<file path="src/rtl/core/clc_pkg.sv">
package clc_pkg;

   // input item kinds (req_tuser)
   localparam logic OP_BYTE = 1'b0;
   localparam logic OP_TICK = 1'b1;

   // command characters accepted in idle
   localparam logic [7:0] CMD_OPEN   = 8'h2B;  // '+'
   localparam logic [7:0] CMD_CHANGE = 8'h2D;  // '-'

   // motor drive codes
   localparam logic [1:0] DRIVE_STOP = 2'd0;
   localparam logic [1:0] DRIVE_CW   = 2'd1;
   localparam logic [1:0] DRIVE_ACW  = 2'd2;

   // register file
   localparam int CSR_ADDR_W = 3;
   localparam int CSR_DATA_W = 8;
   localparam logic [CSR_ADDR_W-1:0] REG_CW_END       = 3'd0;
   localparam logic [CSR_ADDR_W-1:0] REG_HOLD_END     = 3'd1;
   localparam logic [CSR_ADDR_W-1:0] REG_CLOSE_END    = 3'd2;
   localparam logic [CSR_ADDR_W-1:0] REG_ALARM_END    = 3'd3;
   localparam logic [CSR_ADDR_W-1:0] REG_MAX_FAILURES = 3'd4;

   localparam logic [7:0] CW_END_RESET       = 8'd30;
   localparam logic [7:0] HOLD_END_RESET     = 8'd36;
   localparam logic [7:0] CLOSE_END_RESET    = 8'd66;
   localparam logic [7:0] ALARM_END_RESET    = 8'd120;
   localparam logic [3:0] MAX_FAILURES_RESET = 4'd3;

   typedef struct packed {
      logic [7:0] cw_end;
      logic [7:0] hold_end;
      logic [7:0] close_end;
      logic [7:0] alarm_end;
      logic [3:0] max_failures;
   } clc_cfg_type;

   // from the code sequencer to the timing unit, valid for one accepted item
   typedef struct packed {
      logic tick;
      logic motor_start;
      logic alarm_start;
   } clc_timer_ctl_type;

   // timing unit outputs as they stand after the current item
   typedef struct packed {
      logic [1:0] motor_drive;
      logic       siren_on;
   } clc_timer_status_type;

endpackage

</file>
<file path="src/rtl/core/clc_timer.sv">
module clc_timer
   import clc_pkg::*;
(
   input  logic                 clock,
   input  logic                 reset,
   input  clc_cfg_type          cfg,
   input  clc_timer_ctl_type    ctl,
   output clc_timer_status_type status
);

   logic [7:0] motor_ticks_ff, motor_ticks_in;
   logic       motor_active_ff, motor_active_in;
   logic [1:0] motor_level_ff, motor_level_in;
   logic [7:0] alarm_ticks_ff, alarm_ticks_in;
   logic       alarm_active_ff, alarm_active_in;
   logic [7:0] motor_next;
   logic [7:0] alarm_next;

   assign motor_next = motor_ticks_ff + 8'd1;
   assign alarm_next = alarm_ticks_ff + 8'd1;

   always_comb begin
      motor_ticks_in  = motor_ticks_ff;
      motor_active_in = motor_active_ff;
      motor_level_in  = motor_level_ff;
      alarm_ticks_in  = alarm_ticks_ff;
      alarm_active_in = alarm_active_ff;

      // a start while running leaves the run untouched
      if (ctl.motor_start && !motor_active_ff) begin
         motor_active_in = 1'b1;
         motor_ticks_in  = '0;
      end
      if (ctl.alarm_start && !alarm_active_ff) begin
         alarm_active_in = 1'b1;
         alarm_ticks_in  = '0;
      end

      if (ctl.tick && motor_active_ff) begin
         motor_ticks_in = motor_next;
         if (motor_next == cfg.close_end) begin
            motor_level_in  = DRIVE_STOP;
            motor_active_in = 1'b0;
            motor_ticks_in  = '0;
         end else if (motor_next < cfg.cw_end) begin
            motor_level_in = DRIVE_CW;
         end else if (motor_next < cfg.hold_end) begin
            motor_level_in = DRIVE_STOP;
         end else begin
            motor_level_in = DRIVE_ACW;
         end
      end

      if (ctl.tick && alarm_active_ff) begin
         alarm_ticks_in = alarm_next;
         if (alarm_next == cfg.alarm_end) begin
            alarm_active_in = 1'b0;
            alarm_ticks_in  = '0;
         end
      end
   end

   always_ff @(posedge clock) begin
      if (reset) begin
         motor_ticks_ff  <= '0;
         motor_active_ff <= 1'b0;
         motor_level_ff  <= DRIVE_STOP;
         alarm_ticks_ff  <= '0;
         alarm_active_ff <= 1'b0;
      end else begin
         motor_ticks_ff  <= motor_ticks_in;
         motor_active_ff <= motor_active_in;
         motor_level_ff  <= motor_level_in;
         alarm_ticks_ff  <= alarm_ticks_in;
         alarm_active_ff <= alarm_active_in;
      end
   end

   // buzzer sounds from the first tick of a run
   assign status.motor_drive = motor_level_in;
   assign status.siren_on    = alarm_active_in && (alarm_ticks_in != 8'd0);

endmodule

</file>
<file path="src/rtl/core/code_lock_controller.sv">
// combination lock controller
//
// req channel: one transfer per item; req_tuser says what it is (0 = received
// byte in req_tdata, 1 = timer tick, req_tdata ignored). after reset the lock
// wants a new code entered twice; in idle '+' starts an open check and '-' a
// code change check, each over CODE_DIGITS bytes.
// rsp channel: exactly one transfer per req transfer, in order, carrying the
// reply flag and code plus the current motor drive and buzzer state.
// csr port: csr_we writes csr_wdata into register csr_addr in the same edge;
// only write while no item is in flight.
// result: registered in the output register, or in the skid register while
// the output one stalls. throughput: one item per cycle while req_tready is
// high, set by the single registered pass from state and input to the result.
// stall: results queue in a two-entry output buffer (output register plus
// skid register); req_tready drops only while both hold a result.
// reset: synchronous; registers take their default timings, the lock goes
// back to code setup, motor and alarm stop, the output buffer empties.
// the code stores have no reset and are written during setup.
module code_lock_controller
   import clc_pkg::*;
#(
   parameter int CODE_DIGITS = 5
) (
   input  logic                  clock,
   input  logic                  reset,
   // request channel
   input  logic                  req_tvalid,
   output logic                  req_tready,
   input  logic [7:0]            req_tdata,   // [7:0] byte_value
   input  logic                  req_tuser,   // [0] opcode
   // response channel
   output logic                  rsp_tvalid,
   input  logic                  rsp_tready,
   output logic [7:0]            rsp_tdata,   // [0] reply_valid, [1] reply_code,
                                              // [3:2] motor_drive, [4] siren_on,
                                              // [7:5] zero
   // register write port
   input  logic                  csr_we,
   input  logic [CSR_ADDR_W-1:0] csr_addr,
   input  logic [CSR_DATA_W-1:0] csr_wdata
);

   localparam int IDX_W = (CODE_DIGITS > 1) ? $clog2(CODE_DIGITS) : 1;
   localparam logic [IDX_W-1:0] LAST_IDX = IDX_W'(CODE_DIGITS - 1);

   typedef enum logic [2:0] {
      SETUP_FIRST,
      SETUP_SECOND,
      IDLE,
      OPEN_CHECK,
      CHANGE_CHECK
   } mode_type;

   // ---------------- configuration registers ----------------
   clc_cfg_type cfg_ff;

   always_ff @(posedge clock) begin
      if (reset) begin
         cfg_ff.cw_end       <= CW_END_RESET;
         cfg_ff.hold_end     <= HOLD_END_RESET;
         cfg_ff.close_end    <= CLOSE_END_RESET;
         cfg_ff.alarm_end    <= ALARM_END_RESET;
         cfg_ff.max_failures <= MAX_FAILURES_RESET;
      end else if (csr_we) begin
         case (csr_addr)
            REG_CW_END:       cfg_ff.cw_end       <= csr_wdata;
            REG_HOLD_END:     cfg_ff.hold_end     <= csr_wdata;
            REG_CLOSE_END:    cfg_ff.close_end    <= csr_wdata;
            REG_ALARM_END:    cfg_ff.alarm_end    <= csr_wdata;
            REG_MAX_FAILURES: cfg_ff.max_failures <= csr_wdata[3:0];
            default: ;  // unknown index, write dropped
         endcase
      end
   end

   // ---------------- handshake ----------------
   logic       out_valid_ff, skid_valid_ff;
   logic [7:0] out_data_ff, skid_data_ff;
   logic       accept;
   logic       out_fire;
   logic       is_byte;

   assign req_tready = !skid_valid_ff;
   assign accept     = req_tvalid && req_tready;
   assign out_fire   = out_valid_ff && rsp_tready;
   assign is_byte    = (req_tuser == OP_BYTE);

   // ---------------- code sequencer ----------------
   // two code banks: bank_sel_ff points at the stored code, the other bank
   // takes the first setup entry, so a confirmed code only flips the pointer
   logic [7:0]       bank0_ff [CODE_DIGITS];
   logic [7:0]       bank1_ff [CODE_DIGITS];
   logic             bank_sel_ff, bank_sel_in;
   logic             bank_we;
   logic [7:0]       bank0_rd, bank1_rd;
   logic [7:0]       first_rd, stored_rd;

   mode_type         mode_ff, mode_in;
   logic [IDX_W-1:0] idx_ff, idx_in;
   logic             mismatch_ff, mismatch_in;
   logic [3:0]       fails_ff, fails_in;
   logic [3:0]       fails_inc;
   logic             last_digit;
   logic             miss;
   logic             reply_valid, reply_code;
   logic             motor_start, alarm_start;

   assign bank0_rd  = bank0_ff[idx_ff];
   assign bank1_rd  = bank1_ff[idx_ff];
   assign first_rd  = bank_sel_ff ? bank0_rd : bank1_rd;
   assign stored_rd = bank_sel_ff ? bank1_rd : bank0_rd;

   assign last_digit = (idx_ff == LAST_IDX);
   assign fails_inc  = fails_ff + 4'd1;

   always_comb begin
      mode_in     = mode_ff;
      idx_in      = idx_ff;
      mismatch_in = mismatch_ff;
      fails_in    = fails_ff;
      bank_sel_in = bank_sel_ff;
      bank_we     = 1'b0;
      reply_valid = 1'b0;
      reply_code  = 1'b0;
      motor_start = 1'b0;
      alarm_start = 1'b0;
      miss        = 1'b0;

      if (accept && is_byte) begin
         case (mode_ff)
            SETUP_FIRST: begin
               bank_we = 1'b1;
               if (last_digit) begin
                  idx_in      = '0;
                  mismatch_in = 1'b0;
                  mode_in     = SETUP_SECOND;
               end else begin
                  idx_in = idx_ff + 1'b1;
               end
            end
            SETUP_SECOND: begin
               miss = mismatch_ff || (first_rd != req_tdata);
               if (last_digit) begin
                  reply_valid = 1'b1;
                  reply_code  = miss;
                  idx_in      = '0;
                  mismatch_in = 1'b0;
                  if (miss) begin
                     mode_in = SETUP_FIRST;
                  end else begin
                     bank_sel_in = !bank_sel_ff;
                     mode_in     = IDLE;
                  end
               end else begin
                  idx_in      = idx_ff + 1'b1;
                  mismatch_in = miss;
               end
            end
            IDLE: begin
               if (req_tdata == CMD_OPEN) begin
                  mode_in     = OPEN_CHECK;
                  idx_in      = '0;
                  mismatch_in = 1'b0;
               end else if (req_tdata == CMD_CHANGE) begin
                  mode_in     = CHANGE_CHECK;
                  idx_in      = '0;
                  mismatch_in = 1'b0;
               end
            end
            OPEN_CHECK, CHANGE_CHECK: begin
               miss = mismatch_ff || (stored_rd != req_tdata);
               if (last_digit) begin
                  reply_valid = 1'b1;
                  reply_code  = miss;
                  idx_in      = '0;
                  mismatch_in = 1'b0;
                  if (miss) begin
                     // failed check repeats unless the failure limit is hit
                     fails_in = fails_inc;
                     if (fails_inc == cfg_ff.max_failures) begin
                        fails_in    = '0;
                        alarm_start = 1'b1;
                        mode_in     = IDLE;
                     end
                  end else begin
                     fails_in = '0;
                     if (mode_ff == OPEN_CHECK) begin
                        motor_start = 1'b1;
                        mode_in     = IDLE;
                     end else begin
                        mode_in = SETUP_FIRST;
                     end
                  end
               end else begin
                  idx_in      = idx_ff + 1'b1;
                  mismatch_in = miss;
               end
            end
            default: begin
               mode_in     = IDLE;
               idx_in      = '0;
               mismatch_in = 1'b0;
            end
         endcase
      end
   end

   always_ff @(posedge clock) begin
      if (reset) begin
         mode_ff     <= SETUP_FIRST;
         idx_ff      <= '0;
         mismatch_ff <= 1'b0;
         fails_ff    <= '0;
         bank_sel_ff <= 1'b0;
      end else begin
         mode_ff     <= mode_in;
         idx_ff      <= idx_in;
         mismatch_ff <= mismatch_in;
         fails_ff    <= fails_in;
         bank_sel_ff <= bank_sel_in;
      end
   end

   // code banks, no reset
   always_ff @(posedge clock) begin
      if (bank_we) begin
         if (bank_sel_ff) begin
            bank0_ff[idx_ff] <= req_tdata;
         end else begin
            bank1_ff[idx_ff] <= req_tdata;
         end
      end
   end

   // ---------------- motor and alarm timing ----------------
   clc_timer_ctl_type    timer_ctl;
   clc_timer_status_type timer_status;

   assign timer_ctl.tick        = accept && !is_byte;
   assign timer_ctl.motor_start = motor_start;
   assign timer_ctl.alarm_start = alarm_start;

   clc_timer u_timer (
      .clock  (clock),
      .reset  (reset),
      .cfg    (cfg_ff),
      .ctl    (timer_ctl),
      .status (timer_status)
   );

   // ---------------- result buffer ----------------
   logic [7:0] result;

   assign result = {3'b000, timer_status.siren_on, timer_status.motor_drive,
                    reply_code, reply_valid};

   always_ff @(posedge clock) begin
      if (reset) begin
         out_valid_ff  <= 1'b0;
         skid_valid_ff <= 1'b0;
      end else if (skid_valid_ff) begin
         // input side is closed; drain the skid into the output register
         if (out_fire) begin
            skid_valid_ff <= 1'b0;
         end
      end else if (accept) begin
         if (!out_valid_ff || out_fire) begin
            out_valid_ff <= 1'b1;
         end else begin
            skid_valid_ff <= 1'b1;
         end
      end else if (out_fire) begin
         out_valid_ff <= 1'b0;
      end
   end

   always_ff @(posedge clock) begin
      if (skid_valid_ff) begin
         if (out_fire) begin
            out_data_ff <= skid_data_ff;
         end
      end else if (accept) begin
         if (!out_valid_ff || out_fire) begin
            out_data_ff <= result;
         end else begin
            skid_data_ff <= result;
         end
      end
   end

   assign rsp_tvalid = out_valid_ff;
   assign rsp_tdata  = out_data_ff;

endmodule

</file>
<file path="config.mk">
export PLATFORM = sky130hd
export DESIGN_NAME = code_lock_controller
export DESIGN_NICKNAME = d
export VERILOG_FILES = /design/src/rtl/core/clc_pkg.sv /design/src/rtl/core/clc_timer.sv /design/src/rtl/core/code_lock_controller.sv
export SDC_FILE = /design/constraint.sdc
export NUM_CORES = 1
export LEC_CHECK = 0
export BUFFER_PORTS_ARGS = -buffer_cell sky130_fd_sc_hd__buf_4
export CORE_MARGIN = 3
export CORE_UTILIZATION = 35
export CTS_CLUSTER_DIAMETER = 50
export DETAILED_ROUTE_END_ITERATION = 10
export GPL_ROUTABILITY_DRIVEN = 1
export PLACE_DENSITY_LB_ADDON = 0.2
export SYNTH_ARGS = -nofsm -noshare
export SYNTH_HDL_FRONTEND = slang
export SYNTH_HIERARCHICAL = 1
export SYNTH_SLANG_ARGS = --single-unit
</file>
<file path="constraint.sdc">
create_clock -name clock -period 9.06 [get_ports clock]
set_clock_uncertainty 0.2 [all_clocks]
set_input_delay 0.906 -clock clock [delete_from_list [all_inputs] [get_ports clock]]
set_output_delay 0.906 -clock clock [all_outputs]
set_load 0.03 [all_outputs]
</file>
==> impl_metrics.csv <==
group,metric,value,unit
grt,grt_max_degree,64,
synth,avgSynthCellArea,10.8,sq um
detailed_routing,antenna_left,0,
setup_path,crit_type,"flop to flop",
synth,synth_ff_type,"edfxtp_1",
clock_network,cts_resized,0,
clock_network,clockBufferDepth,2,
power,p_int,1.27,mW
clock_network,htreeDepth,4,
synth,yosys_warnings,6,
sta,finalMaxSlewViolations,0,
synth,synthArstFlopShare,0,%
sta,min_period,4.11,ns
detailed_routing,vias,5554,
sta,finalCritPeriodShare,45.3,%
synth,ys_ff_latch,163,
synth,synth_cells,758,
power,p_leak,3.37,nW
clock_network,clk_pin_slew,0.07,ns
detailed_routing,first_iter_violations,297,
power,ir_drop,0.121,mV
sta,fmax,243,MHz
power,powerDensity,176,mW/mm^2
detailed_routing,wirelength,18.2,mm
worst_hold_path,hold_path_class,"flop to flop",
placed_design,hpwl,12.3,mm
placed_design,gp_congestion,0.817,
die,start_util,35.9,%
layout,fin_area,0.00926,sq mm
synth,synth_edf_count,90,
die,rows,55,
synth,ys_types,82,
power,p_switching,0.367,mW
setup_path,cp_data_arrival_time,4.08,ns
synth,ys_seq_area_share,50.7,%
setup_path,cp-start-kind,"flop",
placed_design,place_area,0.00867,sq mm
detailed_routing,first_pass_iters,7,
clock_network,cts_buffers,17,
power,seqPwrFrac,48.8,%
sta,setup-tns-final,0,ns
layout,drive_gt1_share,13.4,%
power,comb_power_share,6.2,%
clock_network,clock_latency,0.42,ns
setup_path,crit_chain,"inv_1 > a211oi_1 > o21ai_0 > nor4b_1 > and4_2 > and2_1 > nor3_1 > nor2_1 > a22oi_1 > o21ai_0 > a21oi_1 > a211oi_1 > mux2_2",
clock_network,post_cts_buffers,0,
sta,worst_pin_slew,1.14,ns
sta,hold_viol_final,0,
setup_path,slowest_delay,0.81,ns
power,swShare,22.4,%
layout,diodes,0,
die,io-pin-count,35,
sta,rsz0062_at_grt,"false",
layout,syn_to_final_growth,12.8,%
detailed_routing,viasPerCell,5.06,
die,core,0.0228,sq mm
setup_path,crit_slowest_cell,"dfxtp_1",
placed_design,portBuffers,31,
sta,setup_viol,0,
synth,syn-cell-area,0.00821,sq mm
sta,relSlewSlack,23.9,%
grt,grt_pass1_vias,5298,
job,max_cap_violations,0,
die,die_area,0.0253,sq mm
clock_network,cts_sinks,163,
grt,grt-ovfl-total,0,
clock_network,cts_tree,"built",
status,outcome,"completed",
setup_path,critPathCaptureType,"flop",
grt,grt_pass1_wl,29.3,mm
detailed_routing,wire_per_inst,16.6,um
clock_network,root_buffer,"clkbuf_16",
grt,antenna_found_initial,0,
layout,fin_nets,815,
die,dieHeight,159,um
setup_path,crit_required,9.03,ns
clock_network,cts_hold_buf,0,
setup_path,critPathMaxFanout,20,
detailed_routing,drcViolationCount,0,
power,pwr-share-clk,44.9,%
die,die_w,159,um
grt,globalRouteTotalUtil,14.5,%
## worst paths after layout
check | slack, ns | to | cells past startpoint | start
max | 4.95 | rsp_tdata[4] | 13 | bank_sel_ff
min | 0.26 | cfg_ff[28] | 2 | cfg_ff[28]
max reg2reg | 4.95 | rsp_tdata[4] | 13 | bank_sel_ff
min reg2reg | 0.26 | cfg_ff[28] | 2 | cfg_ff[28]
## worst max-delay path, delay by kind of cell (launching register included)
kind | cells | cell delay, ns
AO/OA/AOI/OAI | 6 | 1.09
buffers and inverters | 1 | 0.49
flip-flops | 1 | 0.81
multiplexers | 1 | 0.26
AND/OR/NAND/NOR | 5 | 1.00
## stage by stage
step	setup slack, ns	total power [mW]	util, %	hold WS, ns	cells
2_1_floorplan	5.63	0.880	-	0.233	760
3_3_place_gp	5.05	0.917	37.9	0.243	1065
3_5_place_dp	5.03	0.917	37.9	0.247	1065
4_1_cts	5.00	1.65	40.5	0.259	1097
5_1_grt	4.69	1.70	40.5	0.276	1097
6_report	4.95	1.63	40.5	0.256	1097
## logic make-up after synthesis
logic type,share of synthesized area [%]
flops,50.7
buf+inv,4.19
compound gates,11.2
mux,7.91
simple gates,17.5
xor+xnor,5.40
other cells,0.0457
fa+ha+maj,3.02
## layout make-up
type                    count  area [sq um]
fillers                  2226         13600
flip-flops and latches    163          4160
multi-input cells         522          3730
clock buffers              20           437
well taps                 313           392
repair buffers             34           255
clock inverters            12           156
inverters                  33           124
## cell usage after synthesis (4+ instances only)
cell type / number / share of area, %
or4_1: 4 / 0.37
clkbuf_1: 24 / 1.1
xnor2_1: 20 / 2.1
dfxtp_1: 73 / 18
edfxtp_1: 90 / 33
nor3_1: 15 / 0.91
nand2_1: 99 / 4.5
buf_2: 10 / 0.61
ha_1: 19 / 2.9
nand3_1: 19 / 1.2
nand4_1: 7 / 0.53
nor2b_1: 15 / 1.1
and3_1: 4 / 0.30
o21a_1: 5 / 0.46
and2_1: 16 / 1.2
nor2_1: 44 / 2.0
nand2b_1: 7 / 0.53
o211ai_1: 4 / 0.37
nor4_1: 7 / 0.53
mux2i_1: 23 / 2.8
mux4_2: 12 / 3.3
o21ai_0: 16 / 0.98
a22oi_1: 6 / 0.55
nand3b_1: 12 / 1.1
or3_1: 5 / 0.38
a22o_1: 5 / 0.53
xor2_1: 21 / 2.2
inv_1: 33 / 1.5
mux2_2: 5 / 0.69
a21oi_1: 44 / 2.7
a211oi_1: 9 / 0.82
a211o_1: 6 / 0.64
a21o_1: 4 / 0.37
## sequential cells by signal, indices dropped and copies added, names as in the netlist, named ones only
| register | flops |
|---|---|
| u_timer/motor_ticks_ff | 8 |
| skid_valid_ff | 1 |
| rsp_tdata | 5 |
| cfg_ff | 36 |
| mode_ff | 3 |
| idx_ff | 3 |
| u_timer/alarm_active_ff | 1 |
| bank0_ff | 40 |
| bank_sel_ff | 1 |
| u_timer/motor_level_ff | 2 |
| rsp_tvalid | 1 |
| fails_ff | 4 |
| u_timer/motor_active_ff | 1 |
| u_timer/alarm_ticks_ff | 8 |
| skid_data_ff | 5 |
| bank1_ff | 40 |
| mismatch_ff | 1 |
## per-layer routing
layer / up-vias / GRT usage (%) / share of wire [%]
li1: 2779 / - / -
met1: 2664 / 20.8 / 51
met2: 91 / 21.6 / 44
met3: 20 / 3.62 / 3.8
met4: 0 / 4.50 / 1.5
met5: - / 0 / 0
## cells in the final DEF (no fill, tap or decap), types with 20 or more instances in the layout
cell type  count
mux2i_1       23
edfxtp_1      90
xnor2_1       20
nand2_1       99
dfxtp_1       73
nor2_1        44
xor2_1        21
inv_1         33
buf_4         34
a21oi_1       44
## power groups by stage
stage               logic [mW]  clock network (mW)  registers (mW)
global placement         0.103                   0           0.814
global route             0.113               0.786           0.799
finish                   0.102               0.734           0.798
detailed placement       0.103                   0           0.814
CTS                      0.103               0.751           0.798
floorplan               0.0653                   0           0.815
Power figures use the tool's default switching activity.
